File: src/hw/rtl/fpfa_pkg.sv
// Package for the fixed-partition fit allocator.
// Holds field widths, request/status/policy codes, the scan control struct
// and width helpers shared by the cell row and the top level.
package fpfa_pkg;

	localparam int unsigned DEF_BLOCKS    = 16;
	localparam int unsigned DEF_SIZE_BITS = 16;

	localparam int unsigned REQ_TYPE_W = 2;
	localparam int unsigned INDEX_W    = 4;
	localparam int unsigned BSIZE_W    = 16;
	localparam int unsigned RSIZE_W    = 16;
	localparam int unsigned STATUS_W   = 2;
	localparam int unsigned GRANT_W    = 4;
	localparam int unsigned NEXT_W     = 4;
	localparam int unsigned POLICY_W   = 2;
	localparam int unsigned COUNT_W    = 5;
	localparam int unsigned CFG_IDX_W  = 1;
	localparam int unsigned CFG_DATA_W = 5;

	typedef enum logic [POLICY_W-1:0] {
		FIT_FIRST = 2'd0,
		FIT_BEST  = 2'd1,
		FIT_WORST = 2'd2,
		FIT_NEXT  = 2'd3
	} fit_policy_t;

	typedef enum logic [REQ_TYPE_W-1:0] {
		REQ_LOAD  = 2'd0,
		REQ_ALLOC = 2'd1,
		REQ_CLEAR = 2'd2,
		REQ_NOP   = 2'd3
	} req_type_t;

	typedef enum logic [STATUS_W-1:0] {
		ST_DONE  = 2'd0,
		ST_GRANT = 2'd1,
		ST_NOFIT = 2'd2,
		ST_RANGE = 2'd3
	} status_t;

	typedef enum logic [CFG_IDX_W-1:0] {
		CFG_FIT_POLICY  = 1'd0,
		CFG_BLOCK_COUNT = 1'd1
	} cfg_reg_t;

	typedef struct packed {
		logic        valid;
		fit_policy_t policy;
		logic        best_found;
		logic        hi_found;
	} scan_ctl_t;

	function automatic int unsigned idx_width(input int unsigned blocks);
		return (blocks > 1) ? $clog2(blocks) : 1;
	endfunction

	function automatic int unsigned cnt_width(input int unsigned blocks);
		int unsigned w;
		w = $clog2(blocks + 1);
		return (w > COUNT_W) ? w : COUNT_W;
	endfunction

endpackage

File: src/hw/rtl/fpfa_if.sv
// Request and response channel interfaces of the fit allocator.
// Depends on fpfa_pkg for the payload widths.
interface fpfa_req_if;
	import fpfa_pkg::*;
	logic                  valid;
	logic                  ready;
	logic [REQ_TYPE_W-1:0] req_type;
	logic [INDEX_W-1:0]    block_index;
	logic [BSIZE_W-1:0]    block_size;
	logic [RSIZE_W-1:0]    request_size;

	modport source(output valid, req_type, block_index, block_size, request_size,
		input ready);
	modport sink(input valid, req_type, block_index, block_size, request_size,
		output ready);
endinterface

interface fpfa_rsp_if;
	import fpfa_pkg::*;
	logic                valid;
	logic                ready;
	logic [STATUS_W-1:0] status;
	logic [GRANT_W-1:0]  granted_block;

	modport source(output valid, status, granted_block, input ready);
	modport sink(input valid, status, granted_block, output ready);
endinterface

File: src/hw/rtl/fpfa_cell.sv
// One partition cell: holds a size and a taken mark, and refines the
// running scan candidate handed in by its left neighbor. Depends on fpfa_pkg.
module fpfa_cell #(
	parameter int unsigned BLOCKS    = fpfa_pkg::DEF_BLOCKS,
	parameter int unsigned SIZE_BITS = fpfa_pkg::DEF_SIZE_BITS,
	parameter int unsigned CELL_IDX  = 0
) (
	input  logic                                      clk,
	input  logic                                      arst_n,
	input  logic                                      ld_en,
	input  logic [SIZE_BITS-1:0]                      ld_size,
	input  logic                                      clr,
	input  logic                                      mark,
	input  logic [fpfa_pkg::cnt_width(BLOCKS)-1:0]    n_eff,
	input  fpfa_pkg::scan_ctl_t                       in_ctl,
	input  logic [fpfa_pkg::RSIZE_W-1:0]              in_need,
	input  logic [fpfa_pkg::NEXT_W-1:0]               in_start,
	input  logic [fpfa_pkg::idx_width(BLOCKS)-1:0]    in_best_idx,
	input  logic [SIZE_BITS-1:0]                      in_best_size,
	input  logic [fpfa_pkg::idx_width(BLOCKS)-1:0]    in_hi_idx,
	output fpfa_pkg::scan_ctl_t                       out_ctl,
	output logic [fpfa_pkg::RSIZE_W-1:0]              out_need,
	output logic [fpfa_pkg::NEXT_W-1:0]               out_start,
	output logic [fpfa_pkg::idx_width(BLOCKS)-1:0]    out_best_idx,
	output logic [SIZE_BITS-1:0]                      out_best_size,
	output logic [fpfa_pkg::idx_width(BLOCKS)-1:0]    out_hi_idx,
	output logic                                      taken
);
	import fpfa_pkg::*;

	localparam int unsigned IDX_W = idx_width(BLOCKS);
	localparam int unsigned CNT_W = cnt_width(BLOCKS);
	localparam int unsigned CMP_W = (SIZE_BITS > RSIZE_W) ? SIZE_BITS : RSIZE_W;

	logic [SIZE_BITS-1:0] size_q;
	logic                 taken_q;
	logic                 usable;
	logic                 take_best;
	logic                 take_hi;

	scan_ctl_t            ctl_s1;
	logic [RSIZE_W-1:0]   need_s1;
	logic [NEXT_W-1:0]    start_s1;
	logic [IDX_W-1:0]     best_idx_s1;
	logic [SIZE_BITS-1:0] best_size_s1;
	logic [IDX_W-1:0]     hi_idx_s1;

	always_comb begin
		usable = !taken_q && (CMP_W'(size_q) >= CMP_W'(in_need))
			&& (CNT_W'(CELL_IDX) < n_eff);
		take_best = usable && (!in_ctl.best_found
			|| (in_ctl.policy == FIT_BEST && size_q < in_best_size)
			|| (in_ctl.policy == FIT_WORST && size_q > in_best_size));
		take_hi = usable && !in_ctl.hi_found && (CNT_W'(CELL_IDX) >= CNT_W'(in_start));
	end

	always_ff @(posedge clk) begin
		if (ld_en) begin
			size_q <= ld_size;
		end
	end

	always_ff @(posedge clk or negedge arst_n) begin
		if (!arst_n) begin
			taken_q <= 1'b0;
		end else if (ld_en || clr) begin
			taken_q <= 1'b0;
		end else if (mark) begin
			taken_q <= 1'b1;
		end
	end

	always_ff @(posedge clk or negedge arst_n) begin
		if (!arst_n) begin
			ctl_s1 <= '0;
		end else begin
			ctl_s1.valid      <= in_ctl.valid;
			ctl_s1.policy     <= in_ctl.policy;
			ctl_s1.best_found <= in_ctl.best_found || take_best;
			ctl_s1.hi_found   <= in_ctl.hi_found || take_hi;
		end
	end

	always_ff @(posedge clk) begin
		need_s1      <= in_need;
		start_s1     <= in_start;
		best_idx_s1  <= take_best ? IDX_W'(CELL_IDX) : in_best_idx;
		best_size_s1 <= take_best ? size_q : in_best_size;
		hi_idx_s1    <= take_hi ? IDX_W'(CELL_IDX) : in_hi_idx;
	end

	assign out_ctl       = ctl_s1;
	assign out_need      = need_s1;
	assign out_start     = start_s1;
	assign out_best_idx  = best_idx_s1;
	assign out_best_size = best_size_s1;
	assign out_hi_idx    = hi_idx_s1;
	assign taken         = taken_q;

endmodule

File: src/hw/rtl/fixed_partition_fit_allocator.sv
// Top level of the fixed-partition fit allocator: configuration registers,
// control sequencer, result register and the row of fpfa_cell partition cells.
// Depends on fpfa_pkg and the channel interfaces in fpfa_if.sv.
//
// Usage:
//   req carries load, allocate and clear items; rsp returns one result per item
//   (status, granted_block). A transfer happens when valid and ready are high.
//   cfg_we/cfg_idx/cfg_wdata write fit_policy (index 0) and block_count
//   (index 1); write them only while no item is outstanding.
//   Load, clear and unused request types do not scan: the result is registered
//   straight into the rsp output register when rsp can take it.
//   An allocate runs a candidate down the row of BLOCKS cells, one cell per
//   cycle, and commits the mark on the next edge; the scan length is set by
//   the length of the cell row, independent of block_count.
//   One item is in work at a time; req.ready is high whenever the sequencer is
//   idle, even while an earlier result still waits on rsp.
//   When rsp stalls, a finished result parks in a holding register and
//   req.ready stays low until that result moves to rsp.
//   Reset frees every partition, clears the next-fit pointer, sets first fit
//   and a count of 16; partition sizes are undefined until loaded.
module fixed_partition_fit_allocator #(
	parameter int unsigned BLOCKS    = fpfa_pkg::DEF_BLOCKS,
	parameter int unsigned SIZE_BITS = fpfa_pkg::DEF_SIZE_BITS
) (
	input  logic                              clk,
	input  logic                              arst_n,
	input  logic                              cfg_we,
	input  logic [fpfa_pkg::CFG_IDX_W-1:0]    cfg_idx,
	input  logic [fpfa_pkg::CFG_DATA_W-1:0]   cfg_wdata,
	fpfa_req_if.sink                          req,
	fpfa_rsp_if.source                        rsp
);
	import fpfa_pkg::*;

	localparam int unsigned IDX_W = idx_width(BLOCKS);
	localparam int unsigned CNT_W = cnt_width(BLOCKS);

	typedef enum logic [2:0] {
		S_IDLE = 3'b001,
		S_SCAN = 3'b010,
		S_PEND = 3'b100
	} state_t;

	state_t             state_q;
	fit_policy_t        fit_policy_q;
	logic [COUNT_W-1:0] block_count_q;
	logic [NEXT_W-1:0]  next_start_q;

	logic                out_valid_q;
	logic [STATUS_W-1:0] out_status_q;
	logic [GRANT_W-1:0]  out_grant_q;
	logic [STATUS_W-1:0] res_status_q;
	logic [GRANT_W-1:0]  res_grant_q;

	scan_ctl_t            chain_ctl       [0:BLOCKS];
	logic [RSIZE_W-1:0]   chain_need      [0:BLOCKS];
	logic [NEXT_W-1:0]    chain_start     [0:BLOCKS];
	logic [IDX_W-1:0]     chain_best_idx  [0:BLOCKS];
	logic [SIZE_BITS-1:0] chain_best_size [0:BLOCKS];
	logic [IDX_W-1:0]     chain_hi_idx    [0:BLOCKS];
	logic [BLOCKS-1:0]    taken_vec;
	logic [BLOCKS-1:0]    scan_valid_vec;

	req_type_t           rtype;
	logic                accept;
	logic                out_free;
	logic [CNT_W-1:0]    count_min;
	logic [CNT_W-1:0]    n_eff;
	logic                ld_in_range;
	logic                last_valid;
	logic                found;
	logic [IDX_W-1:0]    got;
	logic [CNT_W-1:0]    got_next;
	logic                new_res;
	logic [STATUS_W-1:0] new_status;
	logic [GRANT_W-1:0]  new_grant;
	logic                scan_busy;

	always_comb begin
		rtype       = req_type_t'(req.req_type);
		accept      = req.valid && req.ready;
		out_free    = !out_valid_q || rsp.ready;
		count_min   = (block_count_q == '0) ? CNT_W'(1) : CNT_W'(block_count_q);
		n_eff       = (count_min > CNT_W'(BLOCKS)) ? CNT_W'(BLOCKS) : count_min;
		ld_in_range = CNT_W'(req.block_index) < n_eff;

		last_valid = chain_ctl[BLOCKS].valid;
		found      = chain_ctl[BLOCKS].best_found;
		got        = (chain_ctl[BLOCKS].policy == FIT_NEXT && chain_ctl[BLOCKS].hi_found)
			? chain_hi_idx[BLOCKS] : chain_best_idx[BLOCKS];
		got_next   = CNT_W'(got) + CNT_W'(1);

		new_res    = last_valid || (accept && rtype != REQ_ALLOC);
		new_status = ST_DONE;
		new_grant  = '0;
		if (last_valid) begin
			new_status = found ? ST_GRANT : ST_NOFIT;
			new_grant  = found ? GRANT_W'(got) : '0;
		end else begin
			case (rtype)
				REQ_LOAD: new_status = ld_in_range ? ST_DONE : ST_RANGE;
				default:  new_status = ST_DONE;
			endcase
		end

		scan_busy = |scan_valid_vec;
	end

	// launch point of the cell row
	always_comb begin
		chain_ctl[0].valid      = accept && rtype == REQ_ALLOC;
		chain_ctl[0].policy     = fit_policy_q;
		chain_ctl[0].best_found = 1'b0;
		chain_ctl[0].hi_found   = 1'b0;
		chain_need[0]           = req.request_size;
		chain_start[0]          = (CNT_W'(next_start_q) < n_eff) ? next_start_q : '0;
		chain_best_idx[0]       = '0;
		chain_best_size[0]      = '0;
		chain_hi_idx[0]         = '0;
	end

	for (genvar g = 0; g < BLOCKS; g++) begin : g_cell
		logic ld_hit;
		logic mark_hit;

		assign ld_hit = accept && rtype == REQ_LOAD && ld_in_range
			&& (CNT_W'(req.block_index) == CNT_W'(g));
		assign mark_hit = last_valid && found && (got == IDX_W'(g));
		assign scan_valid_vec[g] = chain_ctl[g+1].valid;

		fpfa_cell #(
			.BLOCKS   (BLOCKS),
			.SIZE_BITS(SIZE_BITS),
			.CELL_IDX (g)
		) u_cell (
			.clk          (clk),
			.arst_n       (arst_n),
			.ld_en        (ld_hit),
			.ld_size      (SIZE_BITS'(req.block_size)),
			.clr          (accept && rtype == REQ_CLEAR),
			.mark         (mark_hit),
			.n_eff        (n_eff),
			.in_ctl       (chain_ctl[g]),
			.in_need      (chain_need[g]),
			.in_start     (chain_start[g]),
			.in_best_idx  (chain_best_idx[g]),
			.in_best_size (chain_best_size[g]),
			.in_hi_idx    (chain_hi_idx[g]),
			.out_ctl      (chain_ctl[g+1]),
			.out_need     (chain_need[g+1]),
			.out_start    (chain_start[g+1]),
			.out_best_idx (chain_best_idx[g+1]),
			.out_best_size(chain_best_size[g+1]),
			.out_hi_idx   (chain_hi_idx[g+1]),
			.taken        (taken_vec[g])
		);
	end

	always_ff @(posedge clk or negedge arst_n) begin
		if (!arst_n) begin
			fit_policy_q  <= FIT_FIRST;
			block_count_q <= COUNT_W'(16);
		end else if (cfg_we) begin
			case (cfg_reg_t'(cfg_idx))
				CFG_FIT_POLICY:  fit_policy_q  <= fit_policy_t'(cfg_wdata[POLICY_W-1:0]);
				CFG_BLOCK_COUNT: block_count_q <= cfg_wdata[COUNT_W-1:0];
				default:         fit_policy_q  <= fit_policy_q;
			endcase
		end
	end

	always_ff @(posedge clk or negedge arst_n) begin
		if (!arst_n) begin
			state_q      <= S_IDLE;
			next_start_q <= '0;
			out_valid_q  <= 1'b0;
		end else begin
			if (accept && rtype == REQ_CLEAR) begin
				next_start_q <= '0;
			end else if (last_valid && found && chain_ctl[BLOCKS].policy == FIT_NEXT) begin
				next_start_q <= (got_next == n_eff) ? '0 : NEXT_W'(got_next);
			end

			if (new_res && out_free) begin
				out_valid_q <= 1'b1;
			end else if (state_q == S_PEND && out_free) begin
				out_valid_q <= 1'b1;
			end else if (rsp.ready) begin
				out_valid_q <= 1'b0;
			end

			case (state_q)
				S_IDLE: begin
					if (accept) begin
						if (rtype == REQ_ALLOC) begin
							state_q <= S_SCAN;
						end else if (!out_free) begin
							state_q <= S_PEND;
						end
					end
				end
				S_SCAN: begin
					if (last_valid) begin
						state_q <= out_free ? S_IDLE : S_PEND;
					end
				end
				S_PEND: begin
					if (out_free) begin
						state_q <= S_IDLE;
					end
				end
				default: state_q <= S_IDLE;
			endcase
		end
	end

	always_ff @(posedge clk) begin
		if (new_res && out_free) begin
			out_status_q <= new_status;
			out_grant_q  <= new_grant;
		end else if (state_q == S_PEND && out_free) begin
			out_status_q <= res_status_q;
			out_grant_q  <= res_grant_q;
		end
		if (new_res && !out_free) begin
			res_status_q <= new_status;
			res_grant_q  <= new_grant;
		end
	end

	assign req.ready         = (state_q == S_IDLE);
	assign rsp.valid         = out_valid_q;
	assign rsp.status        = out_status_q;
	assign rsp.granted_block = out_grant_q;

	a_idle_no_scan: assert property (@(posedge clk) disable iff (!arst_n)
		(state_q == S_IDLE) |-> !scan_busy)
		else $error("scan in flight while sequencer idle");

	a_commit_in_scan: assert property (@(posedge clk) disable iff (!arst_n)
		last_valid |-> (state_q == S_SCAN))
		else $error("scan result outside scan state");

	a_grant_free: assert property (@(posedge clk) disable iff (!arst_n)
		(last_valid && found) |-> (!taken_vec[got] && CNT_W'(got) < n_eff))
		else $error("granted partition taken or beyond count");

	a_grant_marked: assert property (@(posedge clk) disable iff (!arst_n)
		(last_valid && found) |=> taken_vec[$past(got)])
		else $error("granted partition not marked");

	a_nogrant_zero: assert property (@(posedge clk) disable iff (!arst_n)
		(out_valid_q && out_status_q != ST_GRANT) |-> (out_grant_q == '0))
		else $error("nonzero block on failed request");

endmodule
File: src/flat_wrapper.sv
// flat-port wrapper written by rule: the top's interface ports become plain ports
module fixed_partition_fit_allocator_flat import fpfa_pkg::*;
#(
	parameter int unsigned BLOCKS    = fpfa_pkg::DEF_BLOCKS,
	parameter int unsigned SIZE_BITS = fpfa_pkg::DEF_SIZE_BITS
)
  (clk, arst_n, cfg_we, cfg_idx, cfg_wdata, req_valid, req_req_type, req_block_index, req_block_size, req_request_size, req_ready, rsp_valid, rsp_status, rsp_granted_block, rsp_ready);
  fpfa_req_if req_i ();
  fpfa_rsp_if rsp_i ();
  input  logic clk;
  input  logic arst_n;
  input  logic cfg_we;
  input  logic [fpfa_pkg::CFG_IDX_W-1:0] cfg_idx;
  input  logic [fpfa_pkg::CFG_DATA_W-1:0] cfg_wdata;
  input wire logic [$bits(req_i.valid)-1:0] req_valid;
  input wire logic [$bits(req_i.req_type)-1:0] req_req_type;
  input wire logic [$bits(req_i.block_index)-1:0] req_block_index;
  input wire logic [$bits(req_i.block_size)-1:0] req_block_size;
  input wire logic [$bits(req_i.request_size)-1:0] req_request_size;
  output wire logic [$bits(req_i.ready)-1:0] req_ready;
  output wire logic [$bits(rsp_i.valid)-1:0] rsp_valid;
  output wire logic [$bits(rsp_i.status)-1:0] rsp_status;
  output wire logic [$bits(rsp_i.granted_block)-1:0] rsp_granted_block;
  input wire logic [$bits(rsp_i.ready)-1:0] rsp_ready;
  assign req_i.valid = req_valid;
  assign req_i.req_type = req_req_type;
  assign req_i.block_index = req_block_index;
  assign req_i.block_size = req_block_size;
  assign req_i.request_size = req_request_size;
  assign req_ready = req_i.ready;
  assign rsp_valid = rsp_i.valid;
  assign rsp_status = rsp_i.status;
  assign rsp_granted_block = rsp_i.granted_block;
  assign rsp_i.ready = rsp_ready;
  fixed_partition_fit_allocator #(.BLOCKS(BLOCKS), .SIZE_BITS(SIZE_BITS)) u_core (.clk(clk), .arst_n(arst_n), .cfg_we(cfg_we), .cfg_idx(cfg_idx), .cfg_wdata(cfg_wdata), .req(req_i), .rsp(rsp_i));
endmodule
File: config.mk
export PLATFORM = sky130hd
export DESIGN_NAME = fixed_partition_fit_allocator_flat
export DESIGN_NICKNAME = d
export VERILOG_FILES = /design/src/hw/rtl/fpfa_pkg.sv /design/src/hw/rtl/fpfa_if.sv /design/src/hw/rtl/fpfa_cell.sv /design/src/hw/rtl/fixed_partition_fit_allocator.sv /design/src/flat_wrapper.sv
export SDC_FILE = /design/constraint.sdc
export NUM_CORES = 2
export LEC_CHECK = 0
export ABC_AREA = 1
export BUFFER_PORTS_ARGS = -buffer_cell sky130_fd_sc_hd__buf_2
export CORE_UTILIZATION = 47
export DETAILED_ROUTE_END_ITERATION = 12
export PLACE_DENSITY = 0.67
export SETUP_SLACK_MARGIN = 0.2
export SLEW_MARGIN = 20
export SYNTH_ARGS = -nofsm -noshare
export SYNTH_HDL_FRONTEND = slang
export SYNTH_SLANG_ARGS = --single-unit
File: constraint.sdc
create_clock -name clk -period 3.6 [get_ports clk]
set_input_delay 0.72 -clock clk [delete_from_list [all_inputs] [get_ports clk]]
set_output_delay 0.72 -clock clk [all_outputs]
set_load 0.01 [all_outputs]
==> impl_results.md <==
* Status: completed
* Clk pwr share at 31.5%
* Setup ws final at roughly 520 ps
* Max-slew violations at 0
* Tcrit/Tclk final at 85.7%
* Area delta synth->final at 11.4%
* MaxCap Viol Count at 0
* Ys async rst share at 11.0%
* FF-to-FF path depth at 13
* Switching share of power at between 30% and 40%
* Post-synth EDFFs at approximately 270
* Largest net degree at the start of global routing at 83
* Synth cell types at 44
* Crit path from: u_core.block_count_q[4]$_DFFE_PN1P_
* Setup Crit Path Kind: register to register
* Initial DRT Pass Iterations at 5
* Crit-path max FO at 16
* Number of routed nets with antenna violations at 0
* Die area at about 93,000 µm²
* Top post-synthesis cells by area: dfxtp_1 (29%), edfxtp_1 (19%), ha_1 (15%), nand2_1 (10%), inv_1 (7.2%)
* Core area at approximately 91,000 µm²
* Unrepaired setup endpoints after global routing: false
* WL/cell at roughly 17 µm
* Highest Clock Rate at 324 MHz
* Commonest cells post-synth: nand2_1 (1,183), inv_1 (834), dfxtp_1 (634)
* Placed Cells at a little under 6k
* Clock slew at reported path FFs at roughly 70 ps
* Root buffer cell: clkbuf_16
* CP arrival at roughly 3400 ps
* Filler Cells Inserted at about 8.0k
* Comb power frac at roughly 22%
* Setup crit end kind: register
* Initial antenna violation count at 10
* CTS tree: done
* Die Ht at 306 µm
* Final HPWL DP at between 70 and 80 mm
* # nets final at between 5k and 6k
* Final instance area at a little under 50,000 µm²
* Setup slack, reg-to-reg at a little over 500 ps
* Worst min path class: input pin to asynchronous set/reset pin
* Synth area leader: dfxtp_1
* IO Pins at 57
* Clk Latency, worst-skew pair at ~670 ps
* Peak VDD IR at 0.414 mV
* NetSw at 10.2 mW
* # resized after CTS at 0
* Total Routing Usage GR at about 22%
* DRC at 0
* Post-layout instance count excluding filler cells at 6,083
* Final setup viols at 0
* Vias in the first global route at between 20k and 30k
* Worst path required time at just under 4000 ps
* Via count at slightly above 30k
* Clock Sinks at roughly 1k
* CTS Buf Count at a little under 100
* Post-CTS Setup Bufs at 0
* Share of layout cells above drive strength 1 at roughly 6.3%
* Placed inst area at 44,900 µm²
* Share of the synthesized area in the top cell type at between 20% and 30%
* Ys Warns at 0
* Mean Syn Cell Area at around 9.2 µm²
* Final Hold Fails at 0
* Worst r2r dst: u_core.g_cell[15].u_cell.size_q[0]$_DFFE_PP_
* Worst rel slew slack at 40.4%
* Flop pwr share at 46.9%
* Setup crit start kind: register
* # hold bufs at CTS at 0
* GP Congestion at 0.933
* Most instantiated library cell after synthesis: nand2_1
* Routed Wire Length at approximately 100 mm
* Fin crit period at 3080 ps
* Initial core utilization at a little under half
* Buffers on Ports at between 50 and 60
* Int Pwr at ~22 mW
* Area of the mapped netlist at 43,300 µm²
* Sequential cell area fraction in the yosys report at ~54%
* Post-Place Setup Slack at about 540 ps
* Yosys reg bits at 1,013
* Clock Skews at 23.9 ps
* Pwr Density at 675 nW/µm²
* First-pass GRT wire length at approximately 160 mm
* Top FF cell, synth: dfxtp_1
* R2r startpoint: u_core.block_count_q[4]$_DFFE_PN1P_
* Vias/cell at about 5.0
* DRT iter0 DRCs at around 2k
* Mapped Cells at roughly 4.7k
* H-tree levels at 3
* LEAKAGE at around 24 nW
* CTS max path bufs at 3
* Mapped Nets at about 5.2k
* Slew @ Worst Pin at 894 ps
* Grt total ovfl at 0
* Chip width at 306 µm
* Setup TNS at 0 ps
* Core Rows at 110
routing by layer:
layer,GRT usage [%],share of wire [%],up-vias,wire length (µm)
met3,2.61,4.3,193,4400
li1,-,-,15200,-
met2,39.1,50,644,51000
met1,27.3,42,14100,43100
met4,7.13,3.2,0,3210
met5,0,0,-,0
sequential cells by signal (all words and copies together) (netlist names):
name	count
u_core.g_cell.u_cell.out_best_size	240
u_core.g_cell.u_cell.out_need	240
u_core.g_cell.u_cell.size_q	256
u_core.rsp.valid	1
u_core.g_cell.u_cell.out_best_idx	49
u_core.g_cell.u_cell.taken	16
u_core.next_start_q	4
u_core.state_q	3
u_core.g_cell.u_cell.out_hi_idx	49
u_core.fit_policy_q	2
u_core.rsp.granted_block	4
u_core.block_count_q	5
u_core.g_cell.u_cell.out_start	56
u_core.g_cell.u_cell.out_ctl	80
u_core.res_status_q	2
u_core.rsp.status	2
u_core.res_grant_q	4
layout make-up:
cell class,count,area (µm²),area share (%)
flip-flops and latches,1013,23500,48.8
clock buffers,146,2910,6.03
multi-input cells,2771,16300,33.7
well taps,1176,1470,3.05
inverters,850,3190,6.62
diodes,4,10.0,0.0208
repair buffers,83,489,1.01
clock inverters,40,384,0.796
through the flow:
| step | utilization [%] | power (mW) | hold slack [ps] |
|---|---|---|---|
| after floorplan | - | 20.2 | 310 |
| after global routing | 53.3 | 34.7 | 135 |
| after CTS | 53.3 | 32.8 | 129 |
| after global placement | 49.6 | 22.3 | 311 |
| final | 53.3 | 32.6 | 133 |
| after detailed placement | 49.6 | 22.6 | 313 |
worst max-delay path, stage by stage (launching register included):
cell	delay, ps
dfstp_2	660
inv_4	120
nand2_2	140
ha_1	260
a21oi_1	160
nor2_1	50
a21oi_1	130
nand2_1	90
inv_1	90
nand2_1	90
inv_1	80
nand3_1	370
nor2_1	240
buf_4	270
cell families (layout without fill, tap and decap cells):
kind of cell / Yosys count / count (layout) / share of synthesized area [%]
AOI/OAI and AO/OA: 368 / 368 / 4.67
adders and majority gates: 506 / 506 / 14.6
buffers and inverters: 901 / 1119 / 8.12
DFF: 1013 / 1013 / 54.3
other: 0 / 4 / 0
and+or+nand+nor: 1897 / 1897 / 18.3
power by group through the flow:
stage	Combinational [mW]	Clock, mW	Sequential, mW
global placement	6.78	0	15.5
finish	7.04	10.3	15.3
global route	8.25	10.9	15.5
detailed placement	7.03	0	15.5
CTS	7.10	10.4	15.3
floorplan	5.30	0	14.9
how the worst max path moves through the flow:
stage	cells past startpoint	endpoint	slack, ps
after global placement	12	u_core.g_cell[3].u_cell.size_q[8]$_DFFE_PP_	510
after floorplan	10	u_core.g_cell[13].u_cell.size_q[0]$_DFFE_PP_	800
after detailed placement	12	u_core.g_cell[15].u_cell.size_q[4]$_DFFE_PP_	540
after global routing	13	u_core.g_cell[3].u_cell.size_q[1]$_DFFE_PP_	330
after CTS	13	u_core.g_cell[15].u_cell.size_q[0]$_DFFE_PP_	500
final	13	u_core.g_cell[15].u_cell.size_q[0]$_DFFE_PP_	520
layout by cell type, fill, tap and decap left out, types with 16 or more instances in the layout:
cell type,Yosys,layout
edfxtp_1,268,268
or2_2,16,16
o21ai_0,72,72
buf_4,12,27
nand3_1,322,322
a21oi_1,225,225
inv_1,834,834
nor3_1,38,38
a21o_1,16,16
dfxtp_1,634,634
nand4_1,44,44
clkbuf_1,7,26
dfrtp_1,109,109
nor2_1,252,252
clkbuf_8,0,17
clkbuf_16,0,103
buf_2,25,55
nand2_1,1183,1183
ha_1,506,506
clkinv_2,0,18
No activity file was read; power rests on OpenSTA's default activity.
